File: config.mk
export PLATFORM = sky130hd
export DESIGN_NAME = htkv_bucket
export DESIGN_NICKNAME = d
export VERILOG_FILES = /design/src/rtl/htkv_pkg.sv /design/src/rtl/htkv_bucket.sv
export SDC_FILE = /design/constraint.sdc
export NUM_CORES = 1
export LEC_CHECK = 0
export BUFFER_PORTS_ARGS = -buffer_cell sky130_fd_sc_hd__buf_2
export CORE_AREA = 4 4 41 43
export CTS_CLUSTER_DIAMETER = 40
export DETAILED_ROUTE_END_ITERATION = 10
export DIE_AREA = 0 0 45 47
export GPL_TIMING_DRIVEN = 0
export PLACE_DENSITY = 0.67
export SLEW_MARGIN = 40
export SYNTH_ARGS = -nofsm -noshare
export SYNTH_HDL_FRONTEND = slang
export SYNTH_SLANG_ARGS = --single-unit
File: constraint.sdc
create_clock -name aclk -period 0.8 [get_ports aclk]
set_input_delay 0.08 -clock aclk [delete_from_list [all_inputs] [get_ports aclk]]
set_output_delay 0.08 -clock aclk [all_outputs]
set_load 0.05 [all_outputs]
File: src/rtl/htkv_pkg.sv
package htkv_pkg;

    localparam int KEY_W = 31;
    localparam int VAL_W = 32;
    localparam int OP_W  = 2;

    localparam int NUM_BUCKETS_DEF = 1024;
    localparam int WAYS_DEF        = 4;

    // stream widths: input tdata holds key then value, result holds hit, value, full
    localparam int IN_W         = KEY_W + VAL_W;
    localparam int IN_TDATA_W   = ((IN_W + 7) / 8) * 8;
    localparam int OUT_W        = 1 + VAL_W + 1;
    localparam int OUT_TDATA_W  = ((OUT_W + 7) / 8) * 8;

    localparam logic [VAL_W-1:0] MISS_VALUE = '1;

    typedef enum logic [OP_W-1:0] {
        OP_INSERT = 2'd0,
        OP_REMOVE = 2'd1,
        OP_SEARCH = 2'd2,
        OP_NOP    = 2'd3
    } op_t;

    // packed so that hit lands in the lowest bit
    typedef struct packed {
        logic              bucket_full;
        logic [VAL_W-1:0]  found_value;
        logic              hit;
    } result_t;

endpackage

File: src/rtl/htkv_bucket.sv
module htkv_bucket
    import htkv_pkg::*;
#(
    parameter int NUM_BUCKETS = NUM_BUCKETS_DEF,
    parameter int BW          = $clog2(NUM_BUCKETS)
) (
    input  logic             aclk,
    input  logic             aresetn,
    input  logic             start,
    input  logic [KEY_W-1:0] key,
    output logic             done,
    output logic [BW-1:0]    bucket
);

    localparam bit IS_POW2 = ((NUM_BUCKETS & (NUM_BUCKETS - 1)) == 0);

    generate
        if (IS_POW2) begin : g_mask
            logic          done_reg;
            logic [BW-1:0] bucket_reg;

            always_ff @(posedge aclk) begin
                if (!aresetn) begin
                    done_reg <= 1'b0;
                end else begin
                    done_reg <= start;
                end
                if (start) begin
                    bucket_reg <= key[BW-1:0];
                end
            end

            assign done   = done_reg;
            assign bucket = bucket_reg;
        end else begin : g_recip
            // quotient by rounded-up reciprocal, exact for every key below 2^KEY_W
            localparam int               SHIFT     = KEY_W + BW;
            localparam int               PROD_W    = KEY_W + 32;
            localparam logic [63:0]      ONE_SHIFT = 64'd1 << SHIFT;
            localparam logic [63:0]      NB_WIDE   = 64'(NUM_BUCKETS);
            localparam logic [63:0]      RECIP_W   = (ONE_SHIFT + NB_WIDE - 64'd1) / NB_WIDE;
            localparam logic [31:0]      RECIP     = RECIP_W[31:0];
            localparam logic [KEY_W-1:0] NB        = KEY_W'(NUM_BUCKETS);

            logic              quo_valid_reg;
            logic              done_reg;
            logic [KEY_W-1:0]  key_reg;
            logic [KEY_W-1:0]  quo_reg;
            logic [BW-1:0]     rem_reg;
            logic [PROD_W-1:0] prod;

            assign prod = PROD_W'(key) * PROD_W'(RECIP);

            always_ff @(posedge aclk) begin
                if (!aresetn) begin
                    quo_valid_reg <= 1'b0;
                    done_reg      <= 1'b0;
                end else begin
                    quo_valid_reg <= start;
                    done_reg      <= quo_valid_reg;
                end
                if (start) begin
                    key_reg <= key;
                    quo_reg <= KEY_W'(prod >> SHIFT);
                end
                // remainder from the registered quotient once it is valid
                if (quo_valid_reg) begin
                    rem_reg <= BW'(key_reg - quo_reg * NB);
                end
            end

            assign done   = done_reg;
            assign bucket = rem_reg;
        end
    endgenerate

endmodule

==> impl_metrics.json <==
{
  "worst_slew_margin_pct": 84.53,
  "top_level_ports": 45,
  "clockBufferDepth": 2,
  "worst-path-max-fanout": 1,
  "hold_viol_final": 0,
  "placement.io_buffers": 23,
  "clk_pin_slew_worst_paths_ps": 60,
  "path_delay_family": "flip-flops",
  "drive_gt1_share_pct": 55.10,
  "timing.setup.tns_ps": -850.9,
  "routabilityCongestion": 0.6099,
  "gr-usage-all-layers_pct": 8.989,
  "area_share_of_the_largest_cell_type_after_synthesis_pct": 91.95,
  "drt_initial_violations": 5,
  "stdcell_area_sq_um": 660.6,
  "worst_path_max_delay_cell": "sky130_fd_sc_hd__edfxtp_1",
  "first_pass_iters": 2,
  "post-place-cells": 50,
  "clk_root_buffer_cell": "sky130_fd_sc_hd__clkbuf_4",
  "flip_flop_count_of_the_largest_register_after_layout": 10,
  "final.setup.worst_slack_ps": -97.12,
  "first_global_vias": 272,
  "fp.dieH_um": 47,
  "cts_inserted_buffers": 3,
  "setup_fix_buffers_added_after_clock_tree_synthesis": 0,
  "p_switching_mw": 0.3778,
  "drc": 0,
  "outcome": "finished, violations left",
  "timing.critical_path.slowest_cell_delay_ps": 390,
  "holdCritPathClass": "in -> reg",
  "shortest_period_the_worst_path_allows_ps": 897.1,
  "dr_total_vias": 235,
  "instances_no_fill": 64,
  "seq_power_share_pct": 50.4,
  "antenna-diode-count": 0,
  "ys_warn_count": 0,
  "grt_pass1_wl_um": 1200,
  "report.final.setup_viol": 11,
  "netlist-cell-type-count": 3,
  "wl_um": 778,
  "syn_avg_cell_area_sq_um": 27.21,
  "dominantRegCellSynth": "sky130_fd_sc_hd__edfxtp_1",
  "maximum_clock_rate_ghz": 1.115,
  "internal_power_mw": 1.003,
  "post_dp_cell_area_sq_um": 460.4,
  "ir_drop_mv": 0.9489,
  "cap_violations": 0,
  "rsz0062_at_grt": "yes",
  "holdWs_ps": 27.47,
  "clock_sink_count": 11,
  "routed_via_density": 3.672,
  "critPathLaunchType": "register",
  "coreArea_sq_um": 1301,
  "violations_in_the_final_reports": "setup timing",
  "nNetsFinal": 84,
  "critPathBufInv": 1,
  "placementRows": 13,
  "netlist_instances": 12,
  "post_synth_instance_area_sq_um": 326.6,
  "ant_nets": 0,
  "power_mw": 1.380,
  "power.leakage_nw": 0.2809,
  "die_area_sq_um": 2115,
  "power_frac_comb_pct": 23.5,
  "synth_enable_flop_cells": 10,
  "initial_antenna_violation_count": 0,
  "die_x_um": 45,
  "area_growth_pct": 102.3,
  "async_flop_share_pct": 0,
  "grt_start_max_net_pins": 12,
  "cp_data_required_time_ps": 720,
  "yosysSeqAreaShare_pct": 98.08,
  "initial_utilization_pct": 25.10,
  "yosys.area.top_type": "sky130_fd_sc_hd__edfxtp_1",
  "dpl_worst_slack_ps": 149.2,
  "yosys-top-cells-count": "10 x sky130_fd_sc_hd__edfxtp_1, 1 x sky130_fd_sc_hd__and2_1, 1 x sky130_fd_sc_hd__dfxtp_1",
  "cts_tree": "built",
  "power.share.clock_pct": 26.1,
  "tightest_pin_transition_ps": 232.1,
  "wire_per_inst_um": 12.16,
  "syn-num-nets": 46,
  "critPathArrivalTime_ps": 820,
  "postSynthRegisterBits": 11,
  "yosysMostFrequentCell": "sky130_fd_sc_hd__edfxtp_1",
  "final_core_utilization_pct": 50.77,
  "overflow": 0,
  "critical_path.endpoint_type": "output port",
  "power_switching_share_pct": 27.37,
  "synth_area_leaders": "sky130_fd_sc_hd__edfxtp_1 92%, sky130_fd_sc_hd__dfxtp_1 6.1%, sky130_fd_sc_hd__and2_1 1.9%",
  "critPathKind": "reg -> out",
  "drv_slew": 0,
  "final_period_util_pct": 112.1,
  "power-per-cell-area_nw_per_um2": 2090,
  "path_cells": "buf_6",
  "h-tree-depth": 1
}
-- power by group through the flow --
| stage | logic (mW) | registers (mW) | clock network [mW] |
|---|---|---|---|
| floorplan | 0.00160 | 0.855 | 0 |
| global placement | 0.234 | 0.695 | 0 |
| detailed placement | 0.235 | 0.696 | 0 |
| CTS | 0.326 | 0.696 | 0.373 |
| global route | 0.340 | 0.698 | 0.408 |
| finish | 0.325 | 0.696 | 0.360 |
-- layer usage --
layer,up-vias,share of wire [%],track usage (%)
met3,0,4.1,3.448
met1,108,28,7.143
met5,-,0,0
met2,7,67,17.23
li1,120,-,-
met4,0,0,7.018
-- layout by cell type, fill, tap and decap left out, drive strengths merged --
master,instances
dlygate4sd3,10
buf,23
dfxtp,1
clkbuf,4
and2,1
edfxtp,10
-- what timing repair did --
| action | 4_1_cts | 5_1_grt |
|---|---|---|
| resized for setup | 24 | 0 |
| pin swaps | 0 | 0 |
| endpoints found under the setup margin | 11 | 11 |
| hold buffers | 10 | 0 |
| hold endpoints to repair | 10 | 0 |
-- logic make-up (layout without fill, tap and decap cells) --
family / after synthesis / count (layout) / synth area share, %
flops: 11 / 11 / 98.09
buf+inv: 0 / 37 / 0
simple gates: 1 / 1 / 1.917
-- area by class of cell --
class	count	area, sq um
flip-flops and latches	11	321.6
clock buffers	4	26.28
well taps	15	18.77
multi-input cells	1	6.256
repair buffers	33	287.8
fillers	120	640.6
-- final timing paths --
check | start | end | slack (ps) | cells after the start
worst max-delay path | bucket[5]$_DFFE_PP_ | bucket[5] | -100 | 1
worst min-delay path | aresetn | done$_SDFF_PN0_ | 30 | 2
No activity file was read; power rests on OpenSTA's default activity.
