### src/rtl/htkv_pkg.sv
package htkv_pkg;

    localparam int KEY_W = 31;
    localparam int VAL_W = 32;
    localparam int OP_W  = 2;

    localparam int NUM_BUCKETS_DEF = 1024;
    localparam int WAYS_DEF        = 4;

    // stream widths: input tdata holds key then value, result holds hit, value, full
    localparam int IN_W         = KEY_W + VAL_W;
    localparam int IN_TDATA_W   = ((IN_W + 7) / 8) * 8;
    localparam int OUT_W        = 1 + VAL_W + 1;
    localparam int OUT_TDATA_W  = ((OUT_W + 7) / 8) * 8;

    localparam logic [VAL_W-1:0] MISS_VALUE = '1;

    typedef enum logic [OP_W-1:0] {
        OP_INSERT = 2'd0,
        OP_REMOVE = 2'd1,
        OP_SEARCH = 2'd2,
        OP_NOP    = 2'd3
    } op_t;

    // packed so that hit lands in the lowest bit
    typedef struct packed {
        logic              bucket_full;
        logic [VAL_W-1:0]  found_value;
        logic              hit;
    } result_t;

endpackage

### src/rtl/htkv_way_logic.sv
module htkv_way_logic
    import htkv_pkg::*;
#(
    parameter int WAYS  = WAYS_DEF,
    parameter int ROW_W = WAYS * (1 + KEY_W + VAL_W)
) (
    input  op_t              op,
    input  logic [KEY_W-1:0] key,
    input  logic [VAL_W-1:0] value,
    input  logic [ROW_W-1:0] row_in,
    output logic [ROW_W-1:0] row_out,
    output logic             wr_en,
    output result_t          res
);

    // row layout from the top: valid bits, keys, values; way 0 lowest in each
    localparam int KEY_BASE = WAYS * VAL_W;

    logic [WAYS-1:0]  valid;
    logic [WAYS-1:0]  match;
    logic [WAYS-1:0]  free;
    logic [WAYS-1:0]  match_oh;
    logic [WAYS-1:0]  free_oh;
    logic [WAYS-1:0]  valid_new;
    logic             any_match;
    logic             any_free;
    logic [VAL_W-1:0] hit_value;
    logic             do_insert;
    logic             do_remove;

    assign valid = row_in[ROW_W-1 -: WAYS];

    always_comb begin
        match     = '0;
        hit_value = '0;
        for (int w = 0; w < WAYS; w++) begin
            match[w] = valid[w] && (row_in[KEY_BASE + w*KEY_W +: KEY_W] == key);
        end
        free     = ~valid;
        // lowest set bit only
        match_oh = match & (~match + WAYS'(1));
        free_oh  = free & (~free + WAYS'(1));
        for (int w = 0; w < WAYS; w++) begin
            if (match_oh[w]) begin
                hit_value = hit_value | row_in[w*VAL_W +: VAL_W];
            end
        end
    end

    assign any_match = |match;
    assign any_free  = |free;
    assign do_insert = (op == OP_INSERT) && any_free;
    assign do_remove = (op == OP_REMOVE) && any_match;
    assign wr_en     = do_insert || do_remove;

    always_comb begin
        valid_new = valid;
        if (do_insert) begin
            valid_new = valid | free_oh;
        end else if (do_remove) begin
            valid_new = valid & ~match_oh;
        end
        row_out = row_in;
        for (int w = 0; w < WAYS; w++) begin
            if (free_oh[w]) begin
                row_out[KEY_BASE + w*KEY_W +: KEY_W] = key;
                row_out[w*VAL_W +: VAL_W]            = value;
            end
        end
        row_out[ROW_W-1 -: WAYS] = valid_new;
    end

    always_comb begin
        res = '0;
        case (op)
            OP_INSERT: begin
                res.hit         = any_free;
                res.bucket_full = !any_free;
            end
            OP_REMOVE: begin
                res.hit = any_match;
            end
            OP_SEARCH: begin
                res.hit         = any_match;
                res.found_value = any_match ? hit_value : MISS_VALUE;
            end
            default: begin
                res = '0;
            end
        endcase
    end

endmodule

### config.mk
export PLATFORM = sky130hd
export DESIGN_NAME = htkv_way_logic
export DESIGN_NICKNAME = d
export VERILOG_FILES = /design/src/rtl/htkv_pkg.sv /design/src/rtl/htkv_way_logic.sv
export SDC_FILE = /design/constraint.sdc
export NUM_CORES = 1
export LEC_CHECK = 0
export ABC_CLOCK_PERIOD_IN_PS = 3500
export BUFFER_PORTS_ARGS = -buffer_cell sky130_fd_sc_hd__buf_2
export CORE_AREA = 2 2 241 243
export DETAILED_ROUTE_END_ITERATION = 6
export DIE_AREA = 0 0 243 245
export GPL_ROUTABILITY_DRIVEN = 0
export SYNTH_ARGS = -nofsm -noshare
export SYNTH_HDL_FRONTEND = slang
export SYNTH_SLANG_ARGS = --single-unit
### constraint.sdc
create_clock -name vclk -period 3.5
set_clock_uncertainty 0.15 [all_clocks]
set_input_delay 0.7 -clock vclk [all_inputs]
set_output_delay 0.7 -clock vclk [all_outputs]
set_load 0.02 [all_outputs]
==> reports/results.ini, run 1 <==
[status]
status = finished with violations
violations = negative setup slack

[logic_synthesis]
netlist_area_mm2 = 0.00612
synth_warnings = 0
seq_area_frac_synth_pct = 0
yosys-top-cells-count = mux2_2 (252), xnor2_1 (121), o21ai_0 (55)
avgSynthCellArea_um2 = 8.35
netlist_instances = 733
yosys.area.top_type = mux2_2
yosysTopAreaCellShare_pct = 46.4
synth_nets = 1058
post_synth_num_cell_types = 31
synth_most_common_cell = mux2_2
ys_top_cells_by_area = mux2_2 (46%), xnor2_1 (17%), buf_6 (4.6%)

[timing]
rsz0062_at_grt = yes
tightest_slew_ns = 0.919
finalCriticalPeriod_ns = 3.80
final_hold_viol_count = 0
slew_violations = 0
finalCritPeriodShare_pct = 109
slew_headroom_pct = 38.7
max_freq_ghz = 0.263
setup_viol = 37
finalWorstSetupSlack_ns = -0.301
holdWs_ns = 1.56

[final_layout]
seqCellArea_um2 = 0
final_nets = 1728
numSequentialCells = 0
syn_to_final_growth_pct = 95.0
final_area_mm2 = 0.0119
nFillCells = 6388
drive_gt1_share_pct = 79.1
final_util_pct = 20.9
n_clock_buffer = 0

[critical_path]
critPathRequiredTime_ns = 2.65
crit_fanout = 8
critical-path-max-stage-delay_ns = 0.46
worstPathArrival_ns = 2.95
critPathKind = in -> out
crit_family = simple AND/OR/NAND/NOR gates
crit_top_cell = buf_6
slowest_stage = nor4_4
startpoint_type = input port
end_kind = output port
path_buf_inv = 5
crit_chain = buf_8 > xnor2_4 > buf_6 > nand4_1 > nor4_4 > and3_4 > buf_12 > buf_6 > and4b_4 > o21ai_2 > nand3_2 > buf_6

[power_and_ir_drop]
p_leak_nw = 5.45
power_mw = 1.67
vdd_drop_max_mv = 0.0659
p_per_area_mw_per_mm2 = 140

[drt]
final_antenna_net_count = 0
drt-vias-per-instance = 4.04
drtPass1Iterations = 4
wl_per_cell_um = 22.6
num_vias = 8788
first_iter_violations = 279
drcViolationCount = 0
wirelength_mm = 49.2

[floorplanning]
start_util_pct = 10.7
ios = 612
die_y_um = 245
die_width_um = 243
die_area_mm2 = 0.0595
std_cell_rows = 88
core_mm2 = 0.0570

[clock_network]
holdBufCountCts = 0

[global_routing]
grt_use_met1_pct = 16.2
grt_pass1_vias = 8819
grt_remaining_overflow = 0
track_usage_pct = 15.2
antenna_found_initial = 14
grt-busiest-layer = met2
grt_pass1_wl_mm = 65.6
grtUsageMet3_pct = 2.42
grtUsageMet2_pct = 30.5
grt_max_degree = 64

[min_path]
holdPathEnd = res[11]
hold_path.startpoint = row_in[74]
min_path_type = in -> out
hold_depth = 4

[place]
port_buffers = 612
dp_worst_setup_slack_ns = -0.882
hpwl_mm = 39.2
placed_area_mm2 = 0.0106

[flow_run]
max-cap-violations = 0

==> metrics by stage <==
stage | setup TNS (ns) | cells
4_1_cts | -11.34 | 2165
2_1_floorplan | 0 | 733
3_3_place_gp | -31.76 | 2142
5_1_grt | -13.29 | 2170
6_report | -9.22 | 2173
3_5_place_dp | -29.80 | 2142
==> cell usage in the layout, fill, tap and decap left out, types with 3 or more instances in the layout <==
master and count:
nand2_1 38, xnor2_1 105, nand2_2 3, and4b_4 4, mux2_2 252, buf_4 103
nand3_2 13, nor3b_1 11, o21ai_1 31, and2_1 30, ha_1 3, buf_6 50
buf_2 560, buf_8 5, nand3_1 21, o21ai_0 7, nor3b_2 20, nor2_1 3
inv_1 3, buf_12 21, diode_2 7, xnor2_2 18, nor4_2 4, buf_16 5
nor4_4 3, nand4_1 31, clkbuf_4 3, o21ai_2 27
==> routing by layer <==
| layer | vias to the layer above | routed length [µm] | share of wire, % |
|---|---|---|---|
| li1 | 3998 | - | - |
| met1 | 4185 | 17700 | 36 |
| met2 | 520 | 26500 | 54 |
| met3 | 79 | 3020 | 6.1 |
| met4 | 6 | 1930 | 3.9 |
| met5 | - | 43 | 0.087 |
==> kinds of logic (layout without fill, tap and decap cells) <==
kind of cell,count (synthesis),in the layout,synth area share [%]
other,0,7,0
xor gates and xnor gates,124,124,18.1
muxes,252,252,46.4
buffers and inverters,88,753,10.4
adders and majority gates,4,4,0.818
and+or+nand+nor,196,199,18.6
AOI/OAI and AO/OA,69,69,5.66
==> timing repair <==
| item | in CTS | in global routing |
|---|---|---|
| resized for setup | 119 | 151 |
| cloned | 10 | 2 |
| endpoints found under the setup margin | 37 | 37 |
| pin swaps | 17 | 41 |
| setup buffers | 16 | 2 |
| hold endpoints to repair | 0 | 0 |
==> power breakdown <==
part / total (mW) / leakage [nW] / switching (mW) / internal (mW)
Sequential: 0 / 0 / 0 / 0
Combinational: 1.67 / 5.45 / 0.931 / 0.740
Clock: 0.000000268 / 0.0000444 / 0 / 0.000000268
Total: 1.67 / 5.45 / 0.931 / 0.740
==> worst max path at each step <==
stage                     start      end  depth (start not counted)
finish              row_in[128]  res[30]                         12
detailed placement      key[19]   res[4]                         12
CTS                     key[26]   res[4]                         13
floorplan               key[16]   res[0]                         10
global placement        key[19]   res[4]                         12
global route        row_in[128]  res[23]                         13
==> final cells by class <==
cell class | count | area, µm² | area share (%)
timing repair buffer | 750 | 4880 | 40.9
inverter | 3 | 11.3 | 0.0944
multi-input combinational | 648 | 6070 | 50.9
antenna | 7 | 17.5 | 0.147
tap | 765 | 957 | 8.02
Note: power is estimated with default switching activity, not from simulation.
==> run 2: changes to the inputs <==
--- a/config.mk
+++ b/config.mk
@@ -5,11 +5,12 @@
 export SDC_FILE = /design/constraint.sdc
 export NUM_CORES = 1
 export LEC_CHECK = 0
+export ABC_AREA = 1
 export ABC_CLOCK_PERIOD_IN_PS = 3500
 export BUFFER_PORTS_ARGS = -buffer_cell sky130_fd_sc_hd__buf_2
-export CORE_AREA = 2 2 241 243
+export CORE_AREA = 2 2 239 241
 export DETAILED_ROUTE_END_ITERATION = 6
-export DIE_AREA = 0 0 243 245
+export DIE_AREA = 0 0 241 243
 export GPL_ROUTABILITY_DRIVEN = 0
 export SYNTH_ARGS = -nofsm -noshare
 export SYNTH_HDL_FRONTEND = slang
==> reports/results.ini, run 2 <==
[global_routing]
antenna_found_initial = 17
grt_remaining_overflow = 0
grt_pass1_wl_mm = 79.4
grt_max_degree = 69
grt_pass1_vias = 11700
track_usage_pct = 18.3

[critical_path]
end_kind = output port
startpoint_type = input port
slowest_stage = clkbuf_16
worstPathArrival_ns = 2.58
crit_fanout = 7
crit_chain = buf_2 > xor2_1 > nor2_1 > buf_4 > nand2_1 > nor2_2 > nand2_4 > nor2_8 > buf_12 > clkbuf_16 > nand3_2 > nand2_2 > inv_2 > nand3_2 > nand2_1 > inv_1 > buf_6
critPathRequiredTime_ns = 2.65
crit_family = buffers and inverters
path_buf_inv = 7
critPathKind = in -> out
critical-path-max-stage-delay_ns = 0.18

[final_layout]
multi_input_area_mm2 = 0.00622
numSequentialCells = 0
n_clock_buffer = 0
drive_gt1_share_pct = 42.1
final_nets = 2493
layout_common_cells = buf_2 (553), nand2_1 (515), o21ai_0 (257)
seqCellArea_um2 = 0
nFillCells = 6579
final_common_cell = buf_2
syn_to_final_growth_pct = 79.7

[status]
status = complete, no violations

[timing]
slew_headroom_pct = 58.9
final_hold_viol_count = 0
slew_violations = 0
holdWs_ns = 1.59
rsz0062_at_grt = yes
finalWorstSetupSlack_ns = 0.0666
finalCritPeriodShare_pct = 98.1
max_freq_ghz = 0.291
setup_viol = 0
tightest_slew_ns = 0.617
finalCriticalPeriod_ns = 3.43

[logic_synthesis]
synth_warnings = 0
synth_most_common_cell = nand2_1
post_synth_num_cell_types = 29
netlist_instances = 1539
seq_area_frac_synth_pct = 0
ys_top_cells_by_area = nand2_1 (29%), o21ai_0 (18%), inv_1 (12%)
yosysTopAreaCellShare_pct = 28.9
avgSynthCellArea_um2 = 4.68
synth_nets = 1864
yosys.area.top_type = nand2_1
yosys-top-cells-count = nand2_1 (555), o21ai_0 (258), inv_1 (224)
netlist_area_mm2 = 0.00721

[floorplanning]
die_area_mm2 = 0.0586
start_util_pct = 12.9
ios = 612
core_mm2 = 0.0560
std_cell_rows = 87
die_width_um = 241
die_y_um = 243

[power_and_ir_drop]
vdd_drop_max_mv = 0.0669
p_per_area_mw_per_mm2 = 132
p_leak_nw = 7.31

[drt]
wl_per_cell_um = 20.6
wirelength_mm = 60.5
drt-vias-per-instance = 4.39
num_vias = 12900
drtPass1Iterations = 6
drcViolationCount = 0
final_antenna_net_count = 0
first_iter_violations = 922

[place]
hpwl_mm = 47.7
port_buffers = 612
dp_worst_setup_slack_ns = -0.400

[flow_run]
max-cap-violations = 0

[min_path]
min_path_type = in -> out

[clock_network]
holdBufCountCts = 0

-- run 2: changes by cell type after synthesis, moves of 39 or more --
cell / before / now
nand2_1: 43 / 555
mux2_2: 252 / 0
inv_1: 3 / 224
o21ai_0: 55 / 258
nand3_1: 34 / 110
xnor2_1: 121 / 46
nor2_1: 3 / 67
nand4_1: 31 / 77
clkbuf_1: 18 / 57
-- run 2: cell families after synthesis --
logic type                 synth area share (%)
and+or+nand+nor                            52.4
buffers and inverters                      20.8
AOI/OAI and AO/OA                          18.8
xor gates and xnor gates                   7.29
adders and majority gates                 0.694
-- run 2: final cells by class --
cell class	instances	share of cell area, %
antenna	11	0.212
timing repair buffer	730	37.0
inverter	247	7.41
tap	756	7.30
multi-input combinational	1188	48.0
timing repair inverter	1	0.0483
-- run 2: routing by layer --
metal	vias up	part of all wire, %	global-route usage [%]
met5	-	0.021	0
met4	2	4.0	6.01
met3	122	8.0	2.54
met2	754	48	33.1
met1	5881	40	22.0
li1	6130	-	-
-- run 2: final timing paths --
| check | start | end | slack (ns) | cells past startpoint |
|---|---|---|---|---|
| setup / recovery | key[13] | res[11] | 0.07 | 17 |
| hold / removal | row_in[17] | row_out[17] | 1.59 | 4 |
-- run 2: stage by stage --
step	TNS [ns]	utilization [%]	std cells	power [mW]	area, µm²
2_1_floorplan	0	-	1539	0.799	7210
3_3_place_gp	-11.19	20.8	2899	1.61	11700
3_5_place_dp	-10.84	20.8	2899	1.61	11700
4_1_cts	-0.0321	21.4	2907	1.62	11900
5_1_grt	-0.336	23.1	2930	1.84	12900
6_report	0	23.2	2933	1.72	13000
-- run 2: power breakdown --
part | internal, mW | switching [mW]
Clock | 0.000000422 | 0
Combinational | 0.604 | 1.11
Sequential | 0 | 0
Total | 0.604 | 1.11
-- run 2: repair_timing --
item	CTS	global route
setup buffers	4	8
pin swaps	6	76
gates cloned	4	10
gates resized for setup	31	216
endpoints found under the setup margin	38	36
==> run 3: changes to the inputs <==
--- a/config.mk
+++ b/config.mk
@@ -5,13 +5,13 @@
 export SDC_FILE = /design/constraint.sdc
 export NUM_CORES = 1
 export LEC_CHECK = 0
-export ABC_AREA = 1
 export ABC_CLOCK_PERIOD_IN_PS = 3500
 export BUFFER_PORTS_ARGS = -buffer_cell sky130_fd_sc_hd__buf_2
-export CORE_AREA = 2 2 239 241
+export CORE_AREA = 2 2 241 243
 export DETAILED_ROUTE_END_ITERATION = 6
-export DIE_AREA = 0 0 241 243
+export DIE_AREA = 0 0 243 245
 export GPL_ROUTABILITY_DRIVEN = 0
+export RECOVER_POWER = 100
 export SYNTH_ARGS = -nofsm -noshare
 export SYNTH_HDL_FRONTEND = slang
 export SYNTH_SLANG_ARGS = --single-unit
==> reports/results.ini, run 3 (synthesis results as in run 1) <==
[power_and_ir_drop]
p_comb_share_pct = 100.0
p_per_area_mw_per_mm2 = 139
vdd_drop_max_mv = 0.0641
internal_power_mw = 0.700
seqPwrFrac_pct = 0
switching_share_pct = 57.2
p_switching_mw = 0.935
clkPwrFrac_pct = 0
p_leak_nw = 5.10

[status]
status = finished with violations
violations = negative setup slack

[min_path]
hold_depth = 4
min_path_type = in -> out
holdPathEnd = res[11]
hold_path.startpoint = row_in[74]

[timing]
setup_viol = 70
tightest_slew_ns = 1.15
slew_violations = 0
finalCriticalPeriod_ns = 3.82
final_hold_viol_count = 0
rsz0062_at_grt = yes
finalWorstSetupSlack_ns = -0.315
max_freq_ghz = 0.262
finalCritPeriodShare_pct = 109
holdWs_ns = 1.56
slew_headroom_pct = 23.5

[place]
dp_worst_setup_slack_ns = -0.882
hpwl_mm = 39.2
port_buffers = 612

[drt]
drt-vias-per-instance = 4.04
wirelength_mm = 49.2
num_vias = 8786
drcViolationCount = 0
drtPass1Iterations = 4
final_antenna_net_count = 0
wl_per_cell_um = 22.6
first_iter_violations = 277

[final_layout]
multi_input_area_mm2 = 0.00606
final_nets = 1728
seqCellArea_um2 = 0
numSequentialCells = 0
layout_common_cells = buf_2 (398), mux2_2 (224), clkbuf_1 (123)
nFillCells = 6462
final_util_pct = 20.6
final_common_cell = buf_2
n_clock_buffer = 0
drive_gt1_share_pct = 68.2
syn_to_final_growth_pct = 91.9

[floorplanning]
ios = 612
std_cell_rows = 88
start_util_pct = 10.7
core_mm2 = 0.0570
die_area_mm2 = 0.0595
die_width_um = 243
die_y_um = 245

[critical_path]
critPathRequiredTime_ns = 2.65
crit_fanout = 8
startpoint_type = input port
worstPathArrival_ns = 2.97
critPathKind = in -> out
end_kind = output port

[global_routing]
track_usage_pct = 15.2
grt_pass1_wl_mm = 65.6
grt_max_degree = 64
antenna_found_initial = 14
grt_pass1_vias = 8819
grt_remaining_overflow = 0

[flow_run]
max-cap-violations = 0

-- run 3: metrics by stage --
stage / area, µm² / instances / TNS, ns / power [mW]
after global routing: 11700 / 2170 / -18.46 / 1.72
after detailed placement: 10600 / 2142 / -29.80 / 1.58
after floorplan: 6120 / 733 / 0 / 0.850
after CTS: 11400 / 2165 / -11.34 / 1.64
after global placement: 10600 / 2142 / -31.76 / 1.58
final: 11700 / 2173 / -10.21 / 1.64
-- run 3: layer usage --
layer	track usage, %	routed length, µm	up-vias	part of all wire (%)
met5	0	25	-	0.051
met2	30.5	26500	515	54
met4	4.44	1980	4	4.0
li1	-	-	4004	-
met1	16.2	17700	4182	36
met3	2.42	2960	81	6.0
-- run 3: final cells by class --
cell class | count | area share [%]
multi-input cells | 648 | 51.6
repair buffers | 750 | 40.0
well taps | 765 | 8.15
diodes | 7 | 0.149
inverters | 3 | 0.0959
-- run 3: critical path: stages --
cell and delay [ns]:
buf_8 0.11, xnor2_4 0.16, buf_6 0.12, nand4_1 0.23, nor4_4 0.46, and3_4 0.29, buf_12 0.13, buf_6 0.09
and4b_4 0.29, o21ai_2 0.11, nand3_2 0.11, buf_6 0.14
-- run 3: power groups by stage --
stage          Combinational (mW)  Sequential, mW   Clock [mW]
2_1_floorplan               0.850               0            0
3_3_place_gp                 1.58               0            0
3_5_place_dp                 1.58               0            0
4_1_cts                      1.64               0            0
5_1_grt                      1.72               0  0.000000153
6_report                     1.64               0  0.000000268
-- run 3: timing repair --
| action | in CTS | in global routing |
|---|---|---|
| endpoints found under the hold margin | 0 | 0 |
| cloned | 10 | 2 |
| hold buffers | 0 | 0 |
| endpoints found under the setup margin | 37 | 37 |
| setup buffers | 16 | 2 |
| pin swaps | 17 | 41 |
| resized for setup | 119 | 151 |
-- run 3: worst max path at each step --
stage                            from  endpoint  cells after the start
after global placement        key[19]    res[4]                     12
after detailed placement      key[19]    res[4]                     12
after global routing      row_in[128]   res[23]                     13
final                     row_in[128]   res[30]                     12
after CTS                     key[26]    res[4]                     13
after floorplan               key[16]    res[0]                     10
